<file path="config.mk">
export PLATFORM = sky130hd
export DESIGN_NAME = rv32i_instruction_decoder_unit
export DESIGN_NICKNAME = d
export VERILOG_FILES = /design/src/rtl/rvd_pkg.sv /design/src/rtl/rvd_decoder.sv /design/src/rtl/rv32i_instruction_decoder_unit.sv
export SDC_FILE = /design/constraint.sdc
export NUM_CORES = 1
export LEC_CHECK = 0
export BUFFER_PORTS_ARGS = -buffer_cell sky130_fd_sc_hd__buf_2
export CAP_MARGIN = 20
export CORE_ASPECT_RATIO = 1.4
export CORE_UTILIZATION = 51
export DETAILED_ROUTE_END_ITERATION = 8
export PLACE_DENSITY_LB_ADDON = 0.08
export SLEW_MARGIN = 20
export SYNTH_ARGS = -nofsm -noshare
export SYNTH_HDL_FRONTEND = slang
export SYNTH_SLANG_ARGS = --single-unit
</file>
<file path="constraint.sdc">
create_clock -name clk -period 4.8 [get_ports clk]
set_input_delay 0.24 -clock clk [delete_from_list [all_inputs] [get_ports clk]]
set_output_delay 0.24 -clock clk [all_outputs]
set_load 0.005 [all_outputs]
</file>
<file path="src/rtl/rvd_pkg.sv">
package rvd_pkg;

  // format classes as they appear on the result port
  typedef enum logic [2:0] {
    FMT_R     = 3'd0,
    FMT_I     = 3'd1,
    FMT_SHIFT = 3'd2,
    FMT_S     = 3'd3,
    FMT_B     = 3'd4,
    FMT_J     = 3'd5,
    FMT_U     = 3'd6,
    FMT_INVAL = 3'd7
  } format_t;

  // major opcodes of the base integer set
  localparam logic [6:0] OPC_OP     = 7'b0110011;
  localparam logic [6:0] OPC_OP_IMM = 7'b0010011;
  localparam logic [6:0] OPC_LOAD   = 7'b0000011;
  localparam logic [6:0] OPC_JALR   = 7'b1100111;
  localparam logic [6:0] OPC_STORE  = 7'b0100011;
  localparam logic [6:0] OPC_BRANCH = 7'b1100011;
  localparam logic [6:0] OPC_JAL    = 7'b1101111;
  localparam logic [6:0] OPC_AUIPC  = 7'b0010111;
  localparam logic [6:0] OPC_LUI    = 7'b0110111;

  // funct3 / funct7 codes of the immediate shifts
  localparam logic [2:0] F3_SLLI     = 3'd1;
  localparam logic [2:0] F3_SRLI     = 3'd5;
  localparam logic [6:0] F7_BASE     = 7'h00;
  localparam logic [6:0] F7_ARITH    = 7'h20;

  // one decoded instruction
  typedef struct packed {
    format_t            format_class;
    logic [6:0]         major_opcode;
    logic [2:0]         minor_function;
    logic [6:0]         extended_function;
    logic [4:0]         dest_reg;
    logic [4:0]         src_reg_a;
    logic [4:0]         src_reg_b;
    logic signed [31:0] immediate;
    logic               writes_dest;
  } decoded_t;

endpackage

</file>
<file path="src/rtl/rvd_decoder.sv">
module rvd_decoder (
  input  logic [31:0]       instruction,
  output rvd_pkg::decoded_t decoded
);

  logic [6:0] opcode;
  logic [2:0] funct3;
  logic [6:0] top7;
  logic       is_shift;

  assign opcode = instruction[6:0];
  assign funct3 = instruction[14:12];
  assign top7   = instruction[31:25];

  // slli, srli and srai with their standard funct7 only
  assign is_shift = ((funct3 == rvd_pkg::F3_SLLI) && (top7 == rvd_pkg::F7_BASE)) ||
                    ((funct3 == rvd_pkg::F3_SRLI) && ((top7 == rvd_pkg::F7_BASE) ||
                                                      (top7 == rvd_pkg::F7_ARITH)));

  // format class, funct7 and immediate per opcode
  always_comb begin
    decoded.major_opcode      = opcode;
    decoded.minor_function    = funct3;
    decoded.dest_reg          = instruction[11:7];
    decoded.src_reg_a         = instruction[19:15];
    decoded.src_reg_b         = instruction[24:20];
    decoded.extended_function = 7'd0;
    decoded.immediate         = 32'sd0;
    unique case (opcode)
      rvd_pkg::OPC_OP: begin
        decoded.format_class      = rvd_pkg::FMT_R;
        decoded.extended_function = top7;
      end
      rvd_pkg::OPC_OP_IMM: begin
        decoded.extended_function = top7;
        if (is_shift) begin
          decoded.format_class = rvd_pkg::FMT_SHIFT;
          decoded.immediate    = {27'd0, instruction[24:20]};
        end else begin
          decoded.format_class = rvd_pkg::FMT_I;
          decoded.immediate    = {{20{instruction[31]}}, instruction[31:20]};
        end
      end
      rvd_pkg::OPC_LOAD, rvd_pkg::OPC_JALR: begin
        decoded.format_class = rvd_pkg::FMT_I;
        decoded.immediate    = {{20{instruction[31]}}, instruction[31:20]};
      end
      rvd_pkg::OPC_STORE: begin
        decoded.format_class = rvd_pkg::FMT_S;
        decoded.immediate    = {{20{instruction[31]}}, instruction[31:25],
                                instruction[11:7]};
      end
      rvd_pkg::OPC_BRANCH: begin
        decoded.format_class = rvd_pkg::FMT_B;
        decoded.immediate    = {{20{instruction[31]}}, instruction[7],
                                instruction[30:25], instruction[11:8], 1'b0};
      end
      rvd_pkg::OPC_JAL: begin
        decoded.format_class = rvd_pkg::FMT_J;
        decoded.immediate    = {{12{instruction[31]}}, instruction[19:12],
                                instruction[20], instruction[30:21], 1'b0};
      end
      rvd_pkg::OPC_AUIPC, rvd_pkg::OPC_LUI: begin
        decoded.format_class = rvd_pkg::FMT_U;
        decoded.immediate    = {instruction[31:12], 12'd0};
      end
      default: begin
        decoded.format_class = rvd_pkg::FMT_INVAL;
      end
    endcase

    // destination write, also for unknown opcodes
    decoded.writes_dest = (decoded.format_class != rvd_pkg::FMT_S) &&
                          (decoded.format_class != rvd_pkg::FMT_B) &&
                          (instruction[11:7] != 5'd0);
  end

endmodule

</file>
<file path="src/rtl/rv32i_instruction_decoder_unit.sv">
// RV32I instruction decoder. Each transaction on the input channel carries one 32-bit
// instruction word and yields exactly one transaction on the output channel with its
// format class, opcode, funct3, funct7, register numbers, sign-extended immediate and
// destination-write flag. The word is captured in an input register, decoded by one
// level of logic and captured in a result register, which drives the output; a new
// word is taken every cycle while the output is not held; the two
// registers with their valid bits let the input side take one more word while a
// result waits, and a held output stalls the input only once both registers are full.
module rv32i_instruction_decoder_unit (
  input  logic               clk,
  input  logic               rst,
  input  logic               in_valid,
  output logic               in_ready,
  input  logic [31:0]        instruction,
  output logic               out_valid,
  input  logic               out_ready,
  output logic [2:0]         format_class,
  output logic [6:0]         major_opcode,
  output logic [2:0]         minor_function,
  output logic [6:0]         extended_function,
  output logic [4:0]         dest_reg,
  output logic [4:0]         src_reg_a,
  output logic [4:0]         src_reg_b,
  output logic signed [31:0] immediate,
  output logic               writes_dest
);

  logic              inst_valid;
  logic [31:0]       inst_reg;
  logic              res_valid;
  rvd_pkg::decoded_t res_reg;
  rvd_pkg::decoded_t decoded;
  logic              res_ready;

  // stage moves when it is empty or its content moves on
  assign res_ready = !res_valid || out_ready;
  assign in_ready  = !inst_valid || res_ready;

  // input register
  always_ff @(posedge clk) begin
    if (rst) begin
      inst_valid <= 1'b0;
    end else if (in_ready) begin
      inst_valid <= in_valid;
    end
    if (in_ready && in_valid) begin
      inst_reg <= instruction;
    end
  end

  rvd_decoder u_decoder (
    .instruction (inst_reg),
    .decoded     (decoded)
  );

  // result register
  always_ff @(posedge clk) begin
    if (rst) begin
      res_valid <= 1'b0;
    end else if (res_ready) begin
      res_valid <= inst_valid;
    end
    if (res_ready && inst_valid) begin
      res_reg <= decoded;
    end
  end

  // output ports
  assign out_valid         = res_valid;
  assign format_class      = res_reg.format_class;
  assign major_opcode      = res_reg.major_opcode;
  assign minor_function    = res_reg.minor_function;
  assign extended_function = res_reg.extended_function;
  assign dest_reg          = res_reg.dest_reg;
  assign src_reg_a         = res_reg.src_reg_a;
  assign src_reg_b         = res_reg.src_reg_b;
  assign immediate         = res_reg.immediate;
  assign writes_dest       = res_reg.writes_dest;

endmodule

</file>
==> insert_results.sql, run 1 <==
INSERT INTO impl_metrics (metric_group, metric, value, unit) VALUES
('clocking', 'ctsResizeCount', '0', ''),
('sta', 'worst_clock_skew', '0.009222', 'ns'),
('worst_hold_path', 'min-delay-path-class', 'in -> reg', ''),
('floorplanning', 'design.die.area', '7669', 'sq um'),
('global_route', 'gr-usage-all-layers', '17.37', '%'),
('floorplanning', 'initial_utilization', '53.12', '%'),
('clocking', 'clock_tree.root_cell', 'clkbuf_8', ''),
('sta', 'finalWorstPathRequiredPeriod', '2.029', 'ns'),
('synthesis', 'seq_cells_post_synth', '102', ''),
('cells_and_area', 'layout-drive-gt1-share', '41.57', '%'),
('power', 'p_leak', '1.805', 'nW'),
('clocking', 'cts.repair_timing.setup_buffer_count', '0', ''),
('synthesis', 'synth_area_per_cell', '17.36', 'sq um'),
('worst_setup_path', 'worstSetupPathType', 'reg -> reg', ''),
('clocking', 'clock_path_buffers', '2', ''),
('cells_and_area', 'instances_no_fill', '427', ''),
('worst_setup_path', 'timing.critical_path.from_type', 'register', ''),
('sta', 'max_slew_margin', '48.20', '%'),
('sta', 'final_cycle_utilization_of_the_critical_path', '42.28', '%'),
('floorplanning', 'rows', '36', ''),
('cells_and_area', 'final_core_utilization', '65.24', '%'),
('power', 'total_power', '1.703', 'mW'),
('worst_setup_path', 'critical_path_required', '4.87', 'ns'),
('global_route', 'grt_first_pass_wirelength', '9480', 'um'),
('sta', 'number_of_endpoints_failing_setup_at_the_final_stage', '0', ''),
('sta', 'max_clock_freq', '492.8', 'MHz'),
('drt', 'firstDrtPassIters', '4', ''),
('synthesis', 'dominant_cell_type_by_area_after_synthesis', 'edfxtp_1', ''),
('floorplanning', 'io_pins', '106', ''),
('worst_setup_path', 'cp-end-kind', 'register', ''),
('clocking', 'worst_path_clk_slew', '0.09', 'ns'),
('worst_setup_path', 'critical_path.max_fanout', '11', ''),
('worst_hold_path', 'min_path_cells', '2', ''),
('clocking', 'cts.htree.levels', '3', ''),
('sta', 'max_slew.worst_pin.slew', '0.7719', 'ns'),
('synthesis', 'yosysWarnings', '0', ''),
('power', 'ir_drop', '0.2247', 'mV'),
('clocking', 'clkSinkCount', '102', ''),
('placed_design', 'globalplace.congestion', '0.8237', ''),
('global_route', 'gr-total-overflow', '0', ''),
('worst_setup_path', 'r2r-start', 'inst_reg[3]$_DFFE_PP_', ''),
('status', 'status', 'finished, final reports clean', ''),
('sta', 'maxSlewViolCount', '0', ''),
('cells_and_area', 'area_growth', '22.83', '%'),
('synthesis', 'netlist-cell-type-count', '40', ''),
('synthesis', 'netlist_area', '3732', 'sq um'),
('worst_setup_path', 'ff2ff_setup_slack', '2.77', 'ns'),
('placed_design', 'place.port_buffers', '105', ''),
('cells_and_area', 'final.fill_count', '542', ''),
('floorplanning', 'core-area', '7027', 'sq um'),
('drt', 'antenna_left', '0', ''),
('global_route', 'first_global_vias', '1939', ''),
('cells_and_area', 'number_of_inserted_diodes', '0', ''),
('clocking', 'number_of_hold_buffers_added_after_cts', '0', ''),
('placed_design', 'place.detailed.instances', '412', ''),
('drt', 'drt_wl_total', '6463', 'um'),
('clocking', 'cts_buffers', '9', ''),
('synthesis', 'ys_async_sr_fraction', '0', '%'),
('cells_and_area', 'finish.net_count', '364', ''),
('synthesis', 'synth.net_count', '251', ''),
('floorplanning', 'die_h', '103.2', 'um'),
('worst_setup_path', 'worst-r2r-cell-count', '4', ''),
('floorplanning', 'die_x', '74.30', 'um'),
('worst_hold_path', 'holdPathEnd', 'inst_valid$_SDFFE_PP0N_', ''),
('clocking', 'tritoncts', 'done', ''),
('sta', 'hold_violations', '0', ''),
('placed_design', 'dpl_cell_area', '4369', 'sq um'),
('sta', 'rsz0062_at_grt', 'false', ''),
('synthesis', 'synth-edff-count', '100', ''),
('placed_design', 'detailed_place_hpwl', '4322', 'um'),
('synthesis', 'ys_dominant_reg_cell', 'edfxtp_1', '');
## cell type report
type / count / area, sq um / share of cell area, %
clock buffer: 9 / 123.9 / 2.702
clock inverter: 6 / 86.33 / 1.883
inverter: 2 / 7.507 / 0.1638
multi-input combinational: 106 / 664.4 / 14.49
sequential: 102 / 3043 / 66.38
tap: 95 / 118.9 / 2.593
timing repair buffer: 107 / 540.5 / 11.79
## worst max-delay path by stage
stage / from / to / cells past startpoint
after CTS: inst_reg[2]$_DFFE_PP_ / immediate[25]$_DFFE_PP_ / 4
final: inst_reg[3]$_DFFE_PP_ / immediate[28]$_DFFE_PP_ / 4
after floorplan: out_valid$_SDFFE_PP0P_ / dest_reg[0]$_DFFE_PP_ / 2
after global placement: inst_reg[2]$_DFFE_PP_ / immediate[22]$_DFFE_PP_ / 4
after global routing: inst_reg[3]$_DFFE_PP_ / immediate[28]$_DFFE_PP_ / 4
after detailed placement: inst_reg[2]$_DFFE_PP_ / immediate[25]$_DFFE_PP_ / 4
## cells by family after synthesis
group / share of synthesized area, %
AO/OA/AOI/OAI: 5.565
buffers and inverters: 1.006
flip-flops: 81.53
multiplexers: 0.8381
AND/OR/NAND/NOR: 11.06
## cell usage after synthesis, types with 3 or more instances
master      n
buf_2       3
nand3_1     4
a21o_1      8
a22o_1      4
nor2b_1     7
nor2_1      9
a21oi_1     4
nand2_1    29
and2_2      7
nand2b_1    3
edfxtp_1  100
## placed cells by master (no fill, tap or decap), types with 3 or more instances in the layout
master,n
clkbuf_8,9
a22o_1,4
edfxtp_1,100
nand3_1,4
nand2b_1,3
nor2_1,9
a21oi_1,4
and2_2,7
nor2b_1,6
nand2_1,29
a21o_1,8
buf_2,105
## through the flow
stage / setup WS, ns / hold WS [ns]
finish: 2.771 / 0.05242
global route: 2.608 / 0.03448
CTS: 2.597 / 0.03095
detailed placement: 2.614 / 0.4171
global placement: 2.774 / 0.4130
floorplan: 0.7986 / 0.3124
## worst max-delay path, stage by stage (launching register included)
cell	delay, ns
edfxtp_1	0.60
nand4bb_1	0.26
o22ai_1	0.14
o21ai_1	0.63
nand2_1	0.12
## report_power, final
group | total, mW | leakage [nW] | switching (mW) | internal [mW]
Clock | 0.565 | 0.105 | 0.275 | 0.291
Combinational | 0.0855 | 0.761 | 0.0461 | 0.0394
Sequential | 1.05 | 0.938 | 0.0248 | 1.03
## per-layer routing
layer | track usage (%) | vias to the layer above | part of all wire, %
met5 | 0 | - | 0
met4 | 9.724 | 0 | 1.8
met1 | 22.41 | 998 | 42
met3 | 3.585 | 10 | 6.0
met2 | 27.55 | 99 | 50
li1 | - | 1044 | -
Note: power is estimated with default switching activity, not from simulation.
==> run 2, diff against run 1 <==
Settings changed: ABC_AREA set to 1, CORE_UTILIZATION 51 to 47.
Clock period 4.8 ns to 1.6 ns, I/O delays scaled along.
==> run 2 against run 1 <==
Against the previous run: sequential power grew to 3.0 times the previous value; sequential cell count unchanged; global-route usage rose by 3.0 points; synthesized cell count grew 40%; register-to-register slack worse by 2.7 ns; wire length increased by 34%; total power increased to 3.4 times the previous value; clock-buffer cell count is 1 higher; first-iteration DRC count up 52%; largest cell class unchanged; combinational power rose to 4.4 times the previous value; area after synthesis rose by 7.2%; critical path depth up 4.
==> insert_results.sql, run 2 <==
INSERT INTO impl_metrics (metric_group, metric, value, unit) VALUES
('global_route', 'gr-usage-all-layers', '20.36', '%'),
('synthesis', 'synthSimpleGateAreaFrac', '16.07', '%'),
('sta', 'hold_violations', '0', ''),
('drt', 'post-route-drc-count', '0', ''),
('cells_and_area', 'final_common_cell', 'buf_2', ''),
('drt', 'route.vias.total', '2867', ''),
('placed_design', 'detailed_place_hpwl', '5628', 'um'),
('floorplanning', 'die_x', '79.98', 'um'),
('synthesis', 'seq_cells_post_synth', '102', ''),
('sta', 'final_cycle_utilization_of_the_critical_path', '97.18', '%'),
('sta', 'max_clock_freq', '643.1', 'MHz'),
('global_route', 'grt_start_max_net_pins', '69', ''),
('sta', 'max_slew.worst_pin.slew', '0.3549', 'ns'),
('synthesis', 'post_synth_fa_ha_maj_area_fraction', '0', '%'),
('synthesis', 'synth_area_per_cell', '13.25', 'sq um'),
('clocking', 'clkSinkCount', '102', ''),
('sta', 'rsz0062_at_grt', 'true', ''),
('floorplanning', 'io_pins', '106', ''),
('worst_hold_path', 'min-delay-path-class', 'in -> reg', ''),
('synthesis', 'top_cell_type_s_share_of_synthesized_area', '75.05', '%'),
('floorplanning', 'core-area', '8198', 'sq um'),
('sta', 'worst_clock_skew', '0.005927', 'ns'),
('placed_design', 'place.port_buffers', '105', ''),
('synthesis', 'synth.net_count', '338', ''),
('synthesis', 'synth-edff-count', '100', ''),
('synthesis', 'yosysWarnings', '0', ''),
('cells_and_area', 'finish.net_count', '509', ''),
('drt', 'dr.first_iter.drc_count', '187', ''),
('worst_setup_path', 'critical_path_required', '1.82', 'ns'),
('clocking', 'cts.htree.levels', '3', ''),
('floorplanning', 'initial_utilization', '48.81', '%'),
('floorplanning', 'rows', '39', ''),
('drt', 'antenna_left', '0', ''),
('clocking', 'clock_tree.root_cell', 'clkbuf_16', ''),
('global_route', 'antenna_violations_before_repair', '0', ''),
('cells_and_area', 'instances_no_fill', '580', ''),
('clocking', 'cts_buffers', '9', ''),
('synthesis', 'ys_dominant_reg_cell', 'edfxtp_1', ''),
('global_route', 'grt_first_pass_wirelength', '13030', 'um'),
('worst_setup_path', 'cp-end-kind', 'register', ''),
('global_route', 'first_global_vias', '2764', ''),
('synthesis', 'dominant_cell_type_by_area_after_synthesis', 'edfxtp_1', ''),
('drt', 'drt_wl_total', '8635', 'um'),
('cells_and_area', 'layout-drive-gt1-share', '37.45', '%'),
('floorplanning', 'die_h', '111.2', 'um'),
('worst_setup_path', 'crit_arrival', '1.78', 'ns'),
('synthesis', 'netlist-cell-type-count', '27', ''),
('synthesis', 'synth_sequential_area_ratio', '76.05', '%'),
('synthesis', 'post_synth_xor_area_fraction', '0', '%'),
('synthesis', 'yosys-top-cells-count', '100 x edfxtp_1, 62 x nand2_1, 34 x nor2_1, 20 x a21oi_1, 20 x inv_1', ''),
('worst_setup_path', 'worstSetupPathType', 'reg -> reg', ''),
('synthesis', 'synth-compound-area-share', '4.816', '%'),
('synthesis', 'netlist_area', '4001', 'sq um'),
('worst_setup_path', 'timing.critical_path.from_type', 'register', ''),
('sta', 'maxSlewViolCount', '0', ''),
('placed_design', 'place.detailed.instances', '521', ''),
('worst_setup_path', 'ff2ff_setup_slack', '0.05', 'ns'),
('cells_and_area', 'mostFrequentLayoutCells', '105 x buf_2, 100 x edfxtp_1, 60 x nand2_1', ''),
('synthesis', 'synthMostInstantiatedCell', 'edfxtp_1', ''),
('sta', 'timing.setup.tns', '0', 'ns'),
('cells_and_area', 'area_growth', '40.02', '%'),
('cells_and_area', 'number_of_inserted_diodes', '0', ''),
('power', 'ir_drop', '0.7066', 'mV'),
('status', 'status', 'finished, final reports clean', ''),
('clocking', 'tritoncts', 'done', ''),
('synthesis', 'synthCells', '302', ''),
('drt', 'routed_wire_length_per_instance', '14.89', 'um'),
('sta', 'whs', '0.006497', 'ns'),
('clocking', 'clkLatencyLatePin', '0.35', 'ns'),
('synthesis', 'ys_async_sr_fraction', '0', '%'),
('sta', 'number_of_endpoints_failing_setup_at_the_final_stage', '0', ''),
('placed_design', 'dpl_cell_area', '4768', 'sq um'),
('synthesis', 'synth_top_family_by_area', 'simple AND/OR/NAND/NOR gates', ''),
('job', 'drv_cap', '0', ''),
('clocking', 'clock_path_buffers', '2', ''),
('power', 'cellPowerDensity', '1045', 'nW/um^2'),
('clocking', 'worst_path_clk_slew', '0.07', 'ns'),
('floorplanning', 'design.die.area', '8892', 'sq um'),
('worst_setup_path', 'critical_path.max_fanout', '5', ''),
('global_route', 'gr-total-overflow', '0', ''),
('sta', 'max_slew_margin', '76.34', '%'),
('power', 'p_leak', '2.462', 'nW'),
('cells_and_area', 'area_of_all_placed_cells_without_fillers', '5603', 'sq um'),
('synthesis', 'synth_top_cells_by_area', 'edfxtp_1 75%, nand2_1 5.8%, nor2_1 3.2%', ''),
('synthesis', 'yosys-mux-area-fraction', '0', '%'),
('sta', 'finalWorstPathRequiredPeriod', '1.555', 'ns'),
('drt', 'firstDrtPassIters', '4', ''),
('power', 'total_power', '5.852', 'mW'),
('drt', 'routed_via_density', '4.943', ''),
('placed_design', 'globalplace.congestion', '0.8682', '');
==> run 2: kinds of logic after synthesis <==
family / Yosys count
and+or+nand+nor: 135
buffers and inverters: 28
DFF: 102
AOI/OAI and AO/OA: 37
==> run 2: through the flow <==
| stage | utilization (%) | worst slack, ns |
|---|---|---|
| 3_3_place_gp | 58.17 | 0.03046 |
| 4_1_cts | 66.70 | 0.03514 |
| 5_1_grt | 68.35 | -0.07149 |
| 3_5_place_dp | 58.17 | -0.02625 |
| 2_1_floorplan | - | -0.3194 |
| 6_report | 68.35 | 0.04511 |
==> run 2: repair_timing <==
item / in CTS / in global routing
pin swaps: 1 / 6
hold endpoints to repair: 34 / 0
buffers inserted: 2 / 7
endpoints found under the setup margin: 19 / 36
hold buffers: 33 / 0
gates resized for setup: 1 / 21
cloned: 0 / 1
==> run 2: layout make-up <==
type | count | area [sq um]
clock buffer | 10 | 239.0
timing repair buffer | 164 | 1114
multi-input combinational | 172 | 902.1
clock inverter | 6 | 85.08
inverter | 24 | 91.34
sequential | 102 | 3044
tap | 102 | 127.6
fill | 632 | 2595
==> run 2: per-layer routing <==
layer / up-vias / part of all wire (%) / track usage, %
met3: 25 / 5.5 / 5.432
met1: 1342 / 38 / 21.62
li1: 1401 / - / -
met5: - / 0 / 0
met2: 99 / 53 / 35.50
met4: 0 / 3.3 / 11.55
==> run 2: power by group <==
group | switching [mW] | internal, mW
logic | 0.195 | 0.185
clock network | 0.933 | 1.41
registers | 0.0644 | 3.07
==> run 2: worst paths after layout <==
| check | start | endpoint | cells past startpoint |
|---|---|---|---|
| setup / recovery | inst_reg[2]$_DFFE_PP_ | immediate[26]$_DFFE_PP_ | 8 |
| hold reg to reg | inst_reg[16]$_DFFE_PP_ | src_reg_a[1]$_DFFE_PP_ | 0 |
| hold / removal | in_valid | inst_valid$_SDFFE_PP0N_ | 3 |
| setup reg to reg | inst_reg[2]$_DFFE_PP_ | immediate[26]$_DFFE_PP_ | 8 |
==> run 2: critical path: stages (launching register included) <==
cell and delay [ns]:
edfxtp_1 0.41, inv_2 0.15, nand4_4 0.16, nor2_4 0.15, inv_2 0.06, nor2_4 0.22
clkbuf_16 0.19, nor2_1 0.04, nand2_1 0.05
